### config.mk
export PLATFORM = sky130hd
export DESIGN_NAME = dual_stepper_pulse_odometry
export DESIGN_NICKNAME = d
export VERILOG_FILES = /design/src/rtl/core/dspo_pkg.sv /design/src/rtl/core/dual_stepper_pulse_odometry.sv /design/src/rtl/core/dspo_cordic.sv /design/src/rtl/core/dspo_datapath.sv /design/src/rtl/core/dspo_ctrl.sv
export SDC_FILE = /design/constraint.sdc
export NUM_CORES = 2
export LEC_CHECK = 0
export BUFFER_PORTS_ARGS = -buffer_cell sky130_fd_sc_hd__buf_2
export CELL_PAD_IN_SITES_DETAIL_PLACEMENT = 1
export CELL_PAD_IN_SITES_GLOBAL_PLACEMENT = 2
export CORE_UTILIZATION = 42
export DETAILED_ROUTE_END_ITERATION = 8
export PLACE_DENSITY = 0.8
export SETUP_SLACK_MARGIN = 0.5
export SYNTH_ARGS = -nofsm -noshare
export SYNTH_HDL_FRONTEND = slang
export SYNTH_SLANG_ARGS = --single-unit
### constraint.sdc
create_clock -name clk -period 16.4 [get_ports clk]
set_input_delay 4.92 -clock clk [delete_from_list [all_inputs] [get_ports clk]]
set_output_delay 4.92 -clock clk [all_outputs]
set_load 0.1 [all_outputs]
### src/rtl/core/dspo_pkg.sv
package dspo_pkg;

  localparam int COUNT_BITS_DEF   = 32;
  localparam int ANGLE_BITS_DEF   = 16;
  localparam int CORDIC_STEPS_DEF = 16;

  localparam int ATAN_ENTRIES = 24;
  localparam int IDX_W        = 5;
  // cordic datapath widths
  localparam int CW = 40;
  localparam int ZW = 34;
  // distance and sum width, 2^-24 mm
  localparam int DW = 36;

  localparam logic [20:0] STEP_Q24     = 21'd1844751;
  localparam logic [31:0] TRACK_Q24    = 32'd1303589683;
  localparam logic [31:0] INV_GAIN_Q32 = 32'd2608131496;

  localparam logic signed [23:0] SPEED_MAX = 24'sh7FFFFF;
  localparam logic signed [23:0] SPEED_MIN = -24'sh800000;

  localparam logic [1:0] OP_TICK  = 2'd0;
  localparam logic [1:0] OP_CLEAR = 2'd1;
  localparam logic [1:0] OP_LOAD  = 2'd2;

  localparam logic [2:0] REG_LEFT_PERIOD   = 3'd0;
  localparam logic [2:0] REG_RIGHT_PERIOD  = 3'd1;
  localparam logic [2:0] REG_LEFT_ENABLE   = 3'd2;
  localparam logic [2:0] REG_RIGHT_ENABLE  = 3'd3;
  localparam logic [2:0] REG_LEFT_REVERSE  = 3'd4;
  localparam logic [2:0] REG_RIGHT_REVERSE = 3'd5;
  localparam logic [2:0] REG_WINDOW_TICKS  = 3'd6;

  typedef struct packed {
    logic apply;
    logic prep;
    logic vec_start;
    logic vec_fin;
    logic mul_lo;
    logic mul_hi;
    logic rot_start;
    logic rot_fin;
    logic out_load;
  } dspo_cmd_t;

  typedef struct packed {
    logic win_close;
    logic cordic_busy;
  } dspo_status_t;

  function automatic logic [31:0] atan_q32(input logic [IDX_W-1:0] idx);
    logic [31:0] v;
    case (idx)
      5'd0:  v = 32'd536870912;
      5'd1:  v = 32'd316933406;
      5'd2:  v = 32'd167458907;
      5'd3:  v = 32'd85004756;
      5'd4:  v = 32'd42667331;
      5'd5:  v = 32'd21354465;
      5'd6:  v = 32'd10680862;
      5'd7:  v = 32'd5340245;
      5'd8:  v = 32'd2670163;
      5'd9:  v = 32'd1335087;
      5'd10: v = 32'd667544;
      5'd11: v = 32'd333772;
      5'd12: v = 32'd166886;
      5'd13: v = 32'd83443;
      5'd14: v = 32'd41722;
      5'd15: v = 32'd20861;
      5'd16: v = 32'd10430;
      5'd17: v = 32'd5215;
      5'd18: v = 32'd2608;
      5'd19: v = 32'd1304;
      5'd20: v = 32'd652;
      5'd21: v = 32'd326;
      5'd22: v = 32'd163;
      5'd23: v = 32'd81;
      default: v = 32'd0;
    endcase
    return v;
  endfunction

endpackage

### src/rtl/core/dual_stepper_pulse_odometry.sv
// channel   | dir | handshake          | contents
// s_        | in  | s_tvalid/s_tready  | tuser op, tdata load_x, load_y
// m_        | out | m_tvalid/m_tready  | step levels, counts, speed, position, heading
// cfg_      | in  | cfg_we             | register index, write data
//
// a tick that does not close a window, and ops 1 to 3, go from the idle state through
// the hold state, which loads the output register when it is free; input is taken
// again back in the idle state
// a window close also passes the prep, vectoring, multiply and rotation states,
// running the single shared iterative cordic unit twice
// one word in work at a time; a finished word waits in the output register
// rst is synchronous and active high; no clearing pass
module dual_stepper_pulse_odometry import dspo_pkg::*; #(
  parameter int COUNT_BITS   = COUNT_BITS_DEF,
  parameter int ANGLE_BITS   = ANGLE_BITS_DEF,
  parameter int CORDIC_STEPS = CORDIC_STEPS_DEF
) (
  input  logic         clk,
  input  logic         rst,
  input  logic         s_tvalid,
  output logic         s_tready,
  input  logic [63:0]  s_tdata,  // load_x, load_y
  input  logic [1:0]   s_tuser,  // op
  output logic         m_tvalid,
  input  logic         m_tready,
  // left_step, right_step, left_count, right_count, speed, pos_x, pos_y,
  // heading, quadrant, zero pad
  output logic [175:0] m_tdata,
  output logic         m_tuser,  // window_done
  input  logic         cfg_we,
  input  logic [2:0]   cfg_index,
  input  logic [15:0]  cfg_data
);

  dspo_cmd_t    cmd;
  dspo_status_t status;

  dspo_ctrl u_ctrl (
    .clk      (clk),
    .rst      (rst),
    .s_tvalid (s_tvalid),
    .s_tready (s_tready),
    .m_tvalid (m_tvalid),
    .m_tready (m_tready),
    .status   (status),
    .cmd      (cmd)
  );

  dspo_datapath #(
    .COUNT_BITS   (COUNT_BITS),
    .ANGLE_BITS   (ANGLE_BITS),
    .CORDIC_STEPS (CORDIC_STEPS)
  ) u_datapath (
    .clk       (clk),
    .rst       (rst),
    .cfg_we    (cfg_we),
    .cfg_index (cfg_index),
    .cfg_data  (cfg_data),
    .cmd       (cmd),
    .status    (status),
    .op        (s_tuser),
    .load_x    (s_tdata[31:0]),
    .load_y    (s_tdata[63:32]),
    .out_data  (m_tdata),
    .out_done  (m_tuser)
  );

endmodule

### src/rtl/core/dspo_cordic.sv
module dspo_cordic import dspo_pkg::*; #(
  parameter int CORDIC_STEPS = CORDIC_STEPS_DEF
) (
  input  logic                 clk,
  input  logic                 rst,
  input  logic                 start,
  input  logic                 rot_mode,
  input  logic signed [CW-1:0] x0,
  input  logic signed [CW-1:0] y0,
  input  logic signed [ZW-1:0] z0,
  output logic                 busy,
  output logic signed [CW-1:0] x,
  output logic signed [CW-1:0] y,
  output logic signed [ZW-1:0] z
);

  localparam int N = (CORDIC_STEPS < ATAN_ENTRIES) ? CORDIC_STEPS : ATAN_ENTRIES;

  logic [IDX_W-1:0]     cnt;
  logic                 mode;
  logic signed [CW-1:0] xs;
  logic signed [CW-1:0] ys;
  logic signed [ZW-1:0] a;
  logic                 d_pos;

  assign xs = x >>> cnt;
  assign ys = y >>> cnt;
  assign a  = ZW'(atan_q32(cnt));
  // rotate toward z = 0, or toward y = 0 when vectoring
  assign d_pos = mode ? !z[ZW-1] : !(!y[CW-1] && (y != '0));

  always_ff @(posedge clk) begin
    if (rst) begin
      busy <= 1'b0;
      cnt  <= '0;
    end else if (start) begin
      busy <= 1'b1;
      cnt  <= '0;
    end else if (busy) begin
      cnt <= cnt + 1'b1;
      if (cnt == IDX_W'(N - 1)) begin
        busy <= 1'b0;
      end
    end
  end

  always_ff @(posedge clk) begin
    if (start) begin
      mode <= rot_mode;
      x    <= x0;
      y    <= y0;
      z    <= z0;
    end else if (busy) begin
      if (d_pos) begin
        x <= x - ys;
        y <= y + xs;
        z <= z - a;
      end else begin
        x <= x + ys;
        y <= y - xs;
        z <= z + a;
      end
    end
  end

endmodule

### src/rtl/core/dspo_datapath.sv
module dspo_datapath import dspo_pkg::*; #(
  parameter int COUNT_BITS   = COUNT_BITS_DEF,
  parameter int ANGLE_BITS   = ANGLE_BITS_DEF,
  parameter int CORDIC_STEPS = CORDIC_STEPS_DEF
) (
  input  logic                clk,
  input  logic                rst,
  input  logic                cfg_we,
  input  logic [2:0]          cfg_index,
  input  logic [15:0]         cfg_data,
  input  dspo_cmd_t           cmd,
  output dspo_status_t        status,
  input  logic [1:0]          op,
  input  logic [31:0]         load_x,
  input  logic [31:0]         load_y,
  output logic [175:0]        out_data,
  output logic                out_done
);

  localparam int AB = ANGLE_BITS;

  logic [15:0] left_period, right_period;
  logic        left_enable, right_enable, left_reverse, right_reverse;
  logic [9:0]  window_ticks;

  logic [15:0]           left_ticks, right_ticks;
  logic                  left_level, right_level;
  logic [COUNT_BITS-1:0] left_signed, right_signed;
  logic [10:0]           left_window_edges, right_window_edges;
  logic [9:0]            window_count;
  logic [31:0]           x_acc, y_acc;
  logic [AB-1:0]         turned_angle;
  logic signed [23:0]    speed_reg;
  logic [1:0]            quadrant_reg;
  logic                  done;

  logic signed [DW-1:0] dl, dr, sum;
  logic                 ydz;
  logic signed [26:0]   m;
  logic signed [63:0]   macc;
  logic [1:0]           q;
  logic signed [31:0]   ru;

  logic                 l_step, r_step;
  logic [9:0]           wc_inc;
  logic signed [DW-1:0] dl_raw, dr_raw;
  logic signed [43:0]   s50;
  logic signed [27:0]   sp;
  logic signed [ZW-1:0] zsum;
  logic signed [ZW-1:0] zrnd;
  logic [AB-1:0]        hd, hd_new;
  logic [31:0]          a32;
  logic [1:0]           q_c;
  logic signed [CW-1:0] mg;
  logic signed [CW-1:0] rx0, ry0;
  logic signed [CW-1:0] xr, yr;
  logic [2:0]           t3;
  logic [63:0]          lc_w, rc_w;
  logic [31:0]          hd_w;

  logic                 c_busy;
  logic signed [CW-1:0] c_x, c_y;
  logic signed [ZW-1:0] c_z;

  assign l_step = left_enable && (left_period <= left_ticks);
  assign r_step = right_enable && (right_period <= right_ticks);
  assign wc_inc = window_count + 10'd1;

  assign status.win_close   = (op == OP_TICK) && (wc_inc == window_ticks);
  assign status.cordic_busy = c_busy;

  assign dl_raw = DW'(left_window_edges * STEP_Q24);
  assign dr_raw = DW'(right_window_edges * STEP_Q24);

  assign s50 = (44'(sum) <<< 5) + (44'(sum) <<< 4) + (44'(sum) <<< 1) + 44'sd32768;
  assign sp  = 28'(s50 >>> 16);

  assign zsum = c_z + (ZW'(1) <<< (31 - AB));
  assign zrnd = zsum >>> (32 - AB);

  assign hd     = turned_angle + (AB'(1) << (AB - 2));
  assign hd_new = turned_angle + (ydz ? '0 : zrnd[AB-1:0]);
  assign a32    = 32'(hd) << (32 - AB);
  assign q_c    = 2'((a32 + 32'h2000_0000) >> 30);
  assign t3     = hd_new[AB-1:AB-3];

  assign mg = CW'(macc >>> 32);
  always_comb begin
    case (q)
      2'd0: begin rx0 = mg; ry0 = '0; end
      2'd1: begin rx0 = '0; ry0 = mg; end
      2'd2: begin rx0 = -mg; ry0 = '0; end
      default: begin rx0 = '0; ry0 = -mg; end
    endcase
  end

  assign xr = (c_x + CW'(128)) >>> 8;
  assign yr = (c_y + CW'(128)) >>> 8;

  dspo_cordic #(.CORDIC_STEPS(CORDIC_STEPS)) u_cordic (
    .clk      (clk),
    .rst      (rst),
    .start    (cmd.vec_start || cmd.rot_start),
    .rot_mode (cmd.rot_start),
    .x0       (cmd.rot_start ? rx0 : CW'(TRACK_Q24)),
    .y0       (cmd.rot_start ? ry0 : CW'(dr - dl)),
    .z0       (cmd.rot_start ? ZW'(ru) : '0),
    .busy     (c_busy),
    .x        (c_x),
    .y        (c_y),
    .z        (c_z)
  );

  // configuration
  always_ff @(posedge clk) begin
    if (rst) begin
      left_period   <= '0;
      right_period  <= '0;
      left_enable   <= 1'b0;
      right_enable  <= 1'b0;
      left_reverse  <= 1'b0;
      right_reverse <= 1'b0;
      window_ticks  <= 10'd400;
    end else if (cfg_we) begin
      case (cfg_index)
        REG_LEFT_PERIOD:   left_period   <= cfg_data;
        REG_RIGHT_PERIOD:  right_period  <= cfg_data;
        REG_LEFT_ENABLE:   left_enable   <= cfg_data[0];
        REG_RIGHT_ENABLE:  right_enable  <= cfg_data[0];
        REG_LEFT_REVERSE:  left_reverse  <= cfg_data[0];
        REG_RIGHT_REVERSE: right_reverse <= cfg_data[0];
        REG_WINDOW_TICKS:  window_ticks  <= cfg_data[9:0];
        default: ;
      endcase
    end
  end

  // odometry state
  always_ff @(posedge clk) begin
    if (rst) begin
      left_ticks         <= '0;
      right_ticks        <= '0;
      left_level         <= 1'b0;
      right_level        <= 1'b0;
      left_signed        <= '0;
      right_signed       <= '0;
      left_window_edges  <= '0;
      right_window_edges <= '0;
      window_count       <= '0;
      x_acc              <= '0;
      y_acc              <= '0;
      turned_angle       <= '0;
      speed_reg          <= '0;
      quadrant_reg       <= 2'd3;
      done               <= 1'b0;
    end else begin
      if (cmd.apply) begin
        done <= status.win_close;
        case (op)
          OP_TICK: begin
            if (l_step) begin
              left_level        <= ~left_level;
              left_ticks        <= '0;
              left_window_edges <= left_window_edges + 11'd1;
              left_signed       <= left_reverse ? left_signed - 1'b1 : left_signed + 1'b1;
            end else begin
              left_ticks <= left_ticks + 16'd1;
            end
            if (r_step) begin
              right_level        <= ~right_level;
              right_ticks        <= '0;
              right_window_edges <= right_window_edges + 11'd1;
              right_signed       <= right_reverse ? right_signed - 1'b1
                                                  : right_signed + 1'b1;
            end else begin
              right_ticks <= right_ticks + 16'd1;
            end
            window_count <= status.win_close ? '0 : wc_inc;
          end
          OP_CLEAR: begin
            left_signed  <= '0;
            right_signed <= '0;
          end
          OP_LOAD: begin
            x_acc <= load_x;
            y_acc <= load_y;
          end
          default: ;
        endcase
      end
      if (cmd.prep) begin
        left_window_edges  <= '0;
        right_window_edges <= '0;
      end
      if (cmd.vec_fin) begin
        turned_angle <= hd_new;
        if (sp > 28'(SPEED_MAX)) begin
          speed_reg <= SPEED_MAX;
        end else if (sp < 28'(SPEED_MIN)) begin
          speed_reg <= SPEED_MIN;
        end else begin
          speed_reg <= 24'(sp);
        end
        case (t3)
          3'd1, 3'd2: quadrant_reg <= 2'd0;
          3'd3, 3'd4: quadrant_reg <= 2'd1;
          3'd5, 3'd6: quadrant_reg <= 2'd2;
          default:    quadrant_reg <= 2'd3;
        endcase
      end
      if (cmd.rot_fin) begin
        x_acc <= x_acc + xr[31:0];
        y_acc <= y_acc + yr[31:0];
      end
    end
  end

  // window arithmetic
  always_ff @(posedge clk) begin
    if (cmd.prep) begin
      dl <= left_signed[COUNT_BITS-1] ? -dl_raw : dl_raw;
      dr <= right_signed[COUNT_BITS-1] ? -dr_raw : dr_raw;
    end
    if (cmd.vec_start) begin
      sum <= dl + dr;
      ydz <= (dl == dr);
    end
    if (cmd.vec_fin) begin
      m <= 27'(sum >>> 9);
    end
    if (cmd.mul_lo) begin
      macc <= 64'(m * $signed({1'b0, INV_GAIN_Q32[15:0]})) + 64'sh8000_0000;
      q    <= q_c;
      ru   <= $signed(a32 - {q_c, 30'b0});
    end
    if (cmd.mul_hi) begin
      macc <= macc + (64'(m * $signed({1'b0, INV_GAIN_Q32[31:16]})) <<< 16);
    end
  end

  assign lc_w = 64'(left_signed);
  assign rc_w = 64'(right_signed);
  assign hd_w = 32'(hd);

  always_ff @(posedge clk) begin
    if (cmd.out_load) begin
      out_data <= {4'b0, quadrant_reg, hd_w[15:0], y_acc, x_acc, speed_reg,
                   rc_w[31:0], lc_w[31:0], right_level, left_level};
      out_done <= done;
    end
  end

endmodule

### src/rtl/core/dspo_ctrl.sv
module dspo_ctrl import dspo_pkg::*; (
  input  logic         clk,
  input  logic         rst,
  input  logic         s_tvalid,
  output logic         s_tready,
  output logic         m_tvalid,
  input  logic         m_tready,
  input  dspo_status_t status,
  output dspo_cmd_t    cmd
);

  localparam logic [3:0] S_IDLE  = 4'd0;
  localparam logic [3:0] S_PREP  = 4'd1;
  localparam logic [3:0] S_VLOAD = 4'd2;
  localparam logic [3:0] S_VEC   = 4'd3;
  localparam logic [3:0] S_VFIN  = 4'd4;
  localparam logic [3:0] S_MUL0  = 4'd5;
  localparam logic [3:0] S_MUL1  = 4'd6;
  localparam logic [3:0] S_RLOAD = 4'd7;
  localparam logic [3:0] S_ROT   = 4'd8;
  localparam logic [3:0] S_RFIN  = 4'd9;
  localparam logic [3:0] S_HOLD  = 4'd10;

  logic [3:0] state, state_next;
  logic       accept;
  logic       out_free;

  assign s_tready = (state == S_IDLE);
  assign accept   = s_tvalid && s_tready;
  assign out_free = !m_tvalid || m_tready;

  always_comb begin
    state_next = state;
    cmd        = '0;
    case (state)
      S_IDLE: begin
        if (accept) begin
          cmd.apply  = 1'b1;
          state_next = status.win_close ? S_PREP : S_HOLD;
        end
      end
      S_PREP: begin
        cmd.prep   = 1'b1;
        state_next = S_VLOAD;
      end
      S_VLOAD: begin
        cmd.vec_start = 1'b1;
        state_next    = S_VEC;
      end
      S_VEC: begin
        if (!status.cordic_busy) begin
          state_next = S_VFIN;
        end
      end
      S_VFIN: begin
        cmd.vec_fin = 1'b1;
        state_next  = S_MUL0;
      end
      S_MUL0: begin
        cmd.mul_lo = 1'b1;
        state_next = S_MUL1;
      end
      S_MUL1: begin
        cmd.mul_hi = 1'b1;
        state_next = S_RLOAD;
      end
      S_RLOAD: begin
        cmd.rot_start = 1'b1;
        state_next    = S_ROT;
      end
      S_ROT: begin
        if (!status.cordic_busy) begin
          state_next = S_RFIN;
        end
      end
      S_RFIN: begin
        cmd.rot_fin = 1'b1;
        state_next  = S_HOLD;
      end
      S_HOLD: begin
        if (out_free) begin
          cmd.out_load = 1'b1;
          state_next   = S_IDLE;
        end
      end
      default: state_next = S_IDLE;
    endcase
  end

  always_ff @(posedge clk) begin
    if (rst) begin
      state    <= S_IDLE;
      m_tvalid <= 1'b0;
    end else begin
      state <= state_next;
      if (cmd.out_load) begin
        m_tvalid <= 1'b1;
      end else if (m_tready) begin
        m_tvalid <= 1'b0;
      end
    end
  end

  a_close_prep: assert property (@(posedge clk) disable iff (rst)
    accept && status.win_close |=> state == S_PREP)
    else $error("window close did not start the odometry update");

  a_load_free: assert property (@(posedge clk) disable iff (rst)
    cmd.out_load |-> (!m_tvalid || m_tready))
    else $error("output word overwritten while waiting");

  a_vfin_idle: assert property (@(posedge clk) disable iff (rst)
    (state == S_VFIN || state == S_RFIN) |-> !status.cordic_busy)
    else $error("cordic result used while still iterating");

  a_load_valid: assert property (@(posedge clk) disable iff (rst)
    cmd.out_load |=> m_tvalid)
    else $error("loaded word not presented");

endmodule

* Word-level counts from Yosys, hierarchy flattened *
Memories as Yosys holds them, arrays and structs flattened. A register that Yosys moved wholly into a read port is not among the register bits.
Cells that the tools add are included.

word-level totals
  word-level logic and storage cells = 229
  memory bits (read-only) = 960
  register bits after elaboration = 816
  memories kept = 1
  bits of input ports = 90

cells by class
  multiplexer cells = 62
  reductions and logical operators = 42
  $add $sub $neg = 35
  equal/unequal tests = 35
  shifts and indexed selects = 2
  multiply operators = 4
  bitwise operators = 2
  order comparisons = 4

memories
  memory            depth  width  read ports  clocked after memory_dff  write ports  RTL line        RTL
  (name not given)  32     30     1           1                         0            dspo_pkg.sv:53  case (idx)

operators by type and width
  cell                      count
  $mux W32                  12
  $mux W40                  8
  $pmux W40 S2              2
  $mux W34                  4
  $mux W64                  2
  $pmux W32 S2              2
  $add A40 B40 Y40          2
  $add A40 B9 Y40 const B   2
  $sshr A40 B5 Y40          2
  $sub A40 B40 Y40          2
  $neg A32 Y36              2
  $add A32 B1 Y32 const B   2
  $add A32 B32 Y32          2
  $add A64 B33 Y64 const B  1
  $add A64 B60 Y64          1
  $mul A11 B21 Y32 const B  2
  $sub A32 B1 Y32 const B   2
  $mux W16                  3
  $mux W24                  2
  $add A44 B17 Y44 const B  1
  $pmux W4 S11              1
  $add A42 B37 Y43          1
  $add A41 B40 Y42          1
  $mul A27 B15 Y42 const B  1
  50 further kinds          126

* Longest topological paths before layout *
  depth after elaboration = 7
  gate-level depth with buffers = 37

* Cells and area by module *
Synthesis repeated with hierarchy kept, for this count alone.

second synthesis, totals
  cells, all modules = 9530
  area, all modules = 86235.2 um2

modules (own cells, without submodules)
  module         area an instance (um2)  instances  cells an instance  sequential area each (um2)
  dspo_datapath  64847.2                 1          6963               16866.2
  dspo_cordic    20982.6                 1          2513               4174.0
  dspo_ctrl      405.4                   1          54                 100.1

* Worst setup path after synthesis *
No wires, ideal clock.

  kind = input to register
  start point = input m_tready
  end point = register u_datapath.out_data[0], enable pin
  setup time = 0.726 ns
  path slack = 3.029 ns
  cell stages on the path = 2
  required time = 15.674 ns
  buffers on the path = 0
  data arrival time = 12.645 ns
  cells stage by stage = nand2b_1 > nor2b_1

RTL lines
  element                 RTL line                           RTL
  start: declaration      dual_stepper_pulse_odometry.sv:25  input logic m_tready,
  end signal: assignment  dspo_datapath.sv:247               out_data <= {4'b0, quadrant_reg, hd_w[15:0], y_acc, x_acc, speed_reg,
  end: declaration        dspo_datapath.sv:16                output logic [175:0] out_data,

* Worst setup path after layout *
  start point = register u_datapath.m[15]
  end point = register u_datapath.macc[62], data pin

between the ends
  longest elaborated chain between the ends = 4

RTL lines
  element                   RTL line              RTL
  start: declaration        dspo_datapath.sv:39   logic signed [26:0] m;
  start signal: assignment  dspo_datapath.sv:229  m <= 27'(sum >>> 9);
  $mul A27 B14 Y41          dspo_datapath.sv:232  macc <= 64'(m * $signed({1'b0, INV_GAIN_Q32[15:0]})) + 64'sh8000_0000;
  $add A64 B33 Y64          dspo_datapath.sv:232
  $mux W64                  dspo_datapath.sv:231  if (cmd.mul_lo) begin
  $mux W64 (*)              dspo_datapath.sv:236  if (cmd.mul_hi) begin
  end signal: assignment    dspo_datapath.sv:232
  end signal: assignment    dspo_datapath.sv:237  macc <= macc + (64'(m * $signed({1'b0, INV_GAIN_Q32[31:16]})) <<< 16);
  end: declaration          dspo_datapath.sv:40   logic signed [63:0] macc;

Mark *: on every way between the ends. The rest lies on a longest branch, timed or not. The select of a mux whose other input is x is not followed.
A chain may end at the register's enable or synchronous reset.

==> impl_metrics.toml <==
[outcome]
status = "completed"

[grt]
overflow = 0
grtUsageTotal = 0.272
grt_pass1_vias = 70900
antenna_found_initial = 9
grt_max_degree = 93
grt_pass1_wl_um = 421000

[setup_path]
critPathMostFrequentCell = "fa_1"
max_stage_delay_ns = 0.72
crit_slowest_cell = "a221oi_1"
r2r_slack_ns = 6.36
required_ns = 16.85
worst-r2r-cell-count = 34
worstSetupEndpointType = "register"
startpoint = "u_datapath.m[15]"
r2r_start = "u_datapath.m[15]"
criticalPathCategory = "register to register"
cp-endpoint = "u_datapath.macc[62]"
rr_endpoint = "u_datapath.macc[62]"
path_max_fanout = 6
worstPathArrival_ns = 10.49
start_kind = "register"

[placement]
io_buffers = 264
gp_congestion = 0.934
placed_cells = 11500
hpwl_um = 219000

[timing]
period_needed_ns = 10.04
max_slew_margin = 0.217
post-route-period-util = 0.612
setup-tns-final_ns = 0
setup_viol = 0
finalHoldViolations = 0
rsz0062_at_grt = "false"
worst_pin_slew_ns = 1.17
clock.fmax_mhz = 99.6
worst_clock_skew_ns = 0.0405
drv_slew = 0

[layout]
area_delta_synth_final_pct = 8.85
fin_nets = 10500
max_flop_register = "u_datapath.out_data"
top_regs = "u_datapath.out_data x172, u_datapath.macc x46"
drive_gt1_frac = 0.0805
fillerInstances = 22100
largest_reg_flops = 172
final_cells = 11600

[drt]
drtPass1Iterations = 5
drt_wl_total_um = 271000
drc = 0
wl_per_cell_um = 23.2
dr.first_iter.drc_count = 3885
vias = 66900
vias_per_cell = 5.74
drtAntennaViolNets = 0

[synth]
synth_edf_count = 488
synth_area_per_cell_um2 = 9.24
synth_warnings = 0
seq_area_frac_synth = 0.258
synth_most_common_cell = "inv_1"
netlist_area_um2 = 82100
yosys.cell_types.count = 102
yosysTopAreaCell = "edfxtp_1"
ys_top_cells_by_count = "inv_1, ha_1, nand2_1, a21oi_1, nor2_1"
netlist.area_leader.share = 0.179
synth_area_leaders = "edfxtp_1, ha_1, fa_1"
synth_cells = 8887
synth_ff_type = "edfxtp_1"
postSynth.asyncResetShare = 0
ys_seq_elements = 812

[die]
io_pins = 269
row_count = 161
core-area_um2 = 193000
dieWidth_um = 444
die_h_um = 444
dieArea_um2 = 197000
start_util = 0.424

[hold_path]
min_path_type = "register to register"
hp-start = "u_datapath.speed_reg[6]"

[clock_tree]
h-tree-depth = 3
root_buffer = "clkbuf_16"
cts_made_buffers = 100
cts_sinks = 812
hold_buffers = 0
cts_resized = 0
post_cts_buffers = 0
clock_latency_ns = 0.76
clk_pin_slew_ns = 0.06
tritoncts = "done"
cts_buffer_depth = 3

[job]
drv_cap = 0
[kinds of logic (layout without fill, tap and decap cells)]
group	count (synthesis)	after routing	synth area share
mux	274	274	0.0485
buf+inv	1233	1463	0.0577
flops	812	812	0.258
xor+xnor	823	823	0.0879
simple gates	2237	2237	0.130
compound gates	2119	2119	0.165
fa+ha+maj	1388	1388	0.254
other cells	1	6	0.0000457
[worst max-delay path, delay by kind of cell (launching register included)]
family / cells / cell delay [ns]
compound gates: 13 / 3.32
xor+xnor: 2 / 0.30
fa+ha+maj: 8 / 3.72
buf+inv: 4 / 0.27
flops: 1 / 0.56
simple gates: 7 / 1.58
[routing by layer]
| metal | vias up | track usage | wire [µm] |
|---|---|---|---|
| li1 | 31700 | - | - |
| met1 | 33600 | 0.372 | 125000 |
| met2 | 1325 | 0.459 | 128000 |
| met3 | 261 | 0.0314 | 12200 |
| met4 | 2 | 0.0606 | 6050 |
| met5 | - | 0 | 20 |
[through the flow]
stage	setup WS (ns)	hold WS [ns]	util	instance area, µm²
3_5_place_dp	6.44	0.414	0.445	86000
6_report	6.36	0.424	0.462	89300
2_1_floorplan	3.03	0.403	-	82100
4_1_cts	6.37	0.423	0.462	89300
5_1_grt	5.69	0.436	0.462	89300
3_3_place_gp	6.64	0.415	0.445	86000
[layout by cell type, fill, tap and decap left out, types with 46 or more instances in the layout]
cell type  synthesis  layout
o31ai_1           60      60
dfxtp_1          324     320
nand4_1           69      69
mux2_2            46      46
nor2b_1           79      78
fa_1             459     459
mux2i_1          133     133
nor2_1           590     586
nand3_1          200     199
inv_1            941     937
clkbuf_16          0     103
a21o_1           228     228
and3_1            94      94
nand2_1          643     641
nor3_1           163     160
xnor2_1          541     541
or3_1             89      88
o21a_1            82      82
buf_4             12      60
nand2b_1          97      97
mux4_2            94      94
a211oi_1          96      96
ha_1             929     929
o21bai_1          71      71
o21ai_0          446     446
buf_2             19     263
a21oi_1          638     636
xor2_1           281     281
edfxtp_1         488     488
a31oi_1           77      77
[worst min-delay path by stage]
stage / endpoint / slack, ns / cells after the start
after global placement: u_datapath.out_data[81] / 0.41 / 0
after CTS: u_datapath.out_data[67] / 0.42 / 0
after global routing: u_datapath.out_data[67] / 0.44 / 0
after detailed placement: u_datapath.out_data[79] / 0.41 / 0
after floorplan: u_datapath.out_data[66] / 0.40 / 0
final: u_datapath.out_data[72] / 0.42 / 0
[final cells by class]
type                    instances  area [µm²]  area share
diodes                          2        5.00   0.0000560
clock buffers                 131        2760      0.0309
clock inverters                59         603     0.00675
inverters                     948        3560      0.0398
multi-input cells            6845       56300       0.630
flip-flops and latches        812       21200       0.237
well taps                    2526        3160      0.0354
repair buffers                325        1800      0.0202
Power is left out: the tool's default activity adds up to more than one toggle a clock period on the data nets, which glitch-free logic cannot reach.
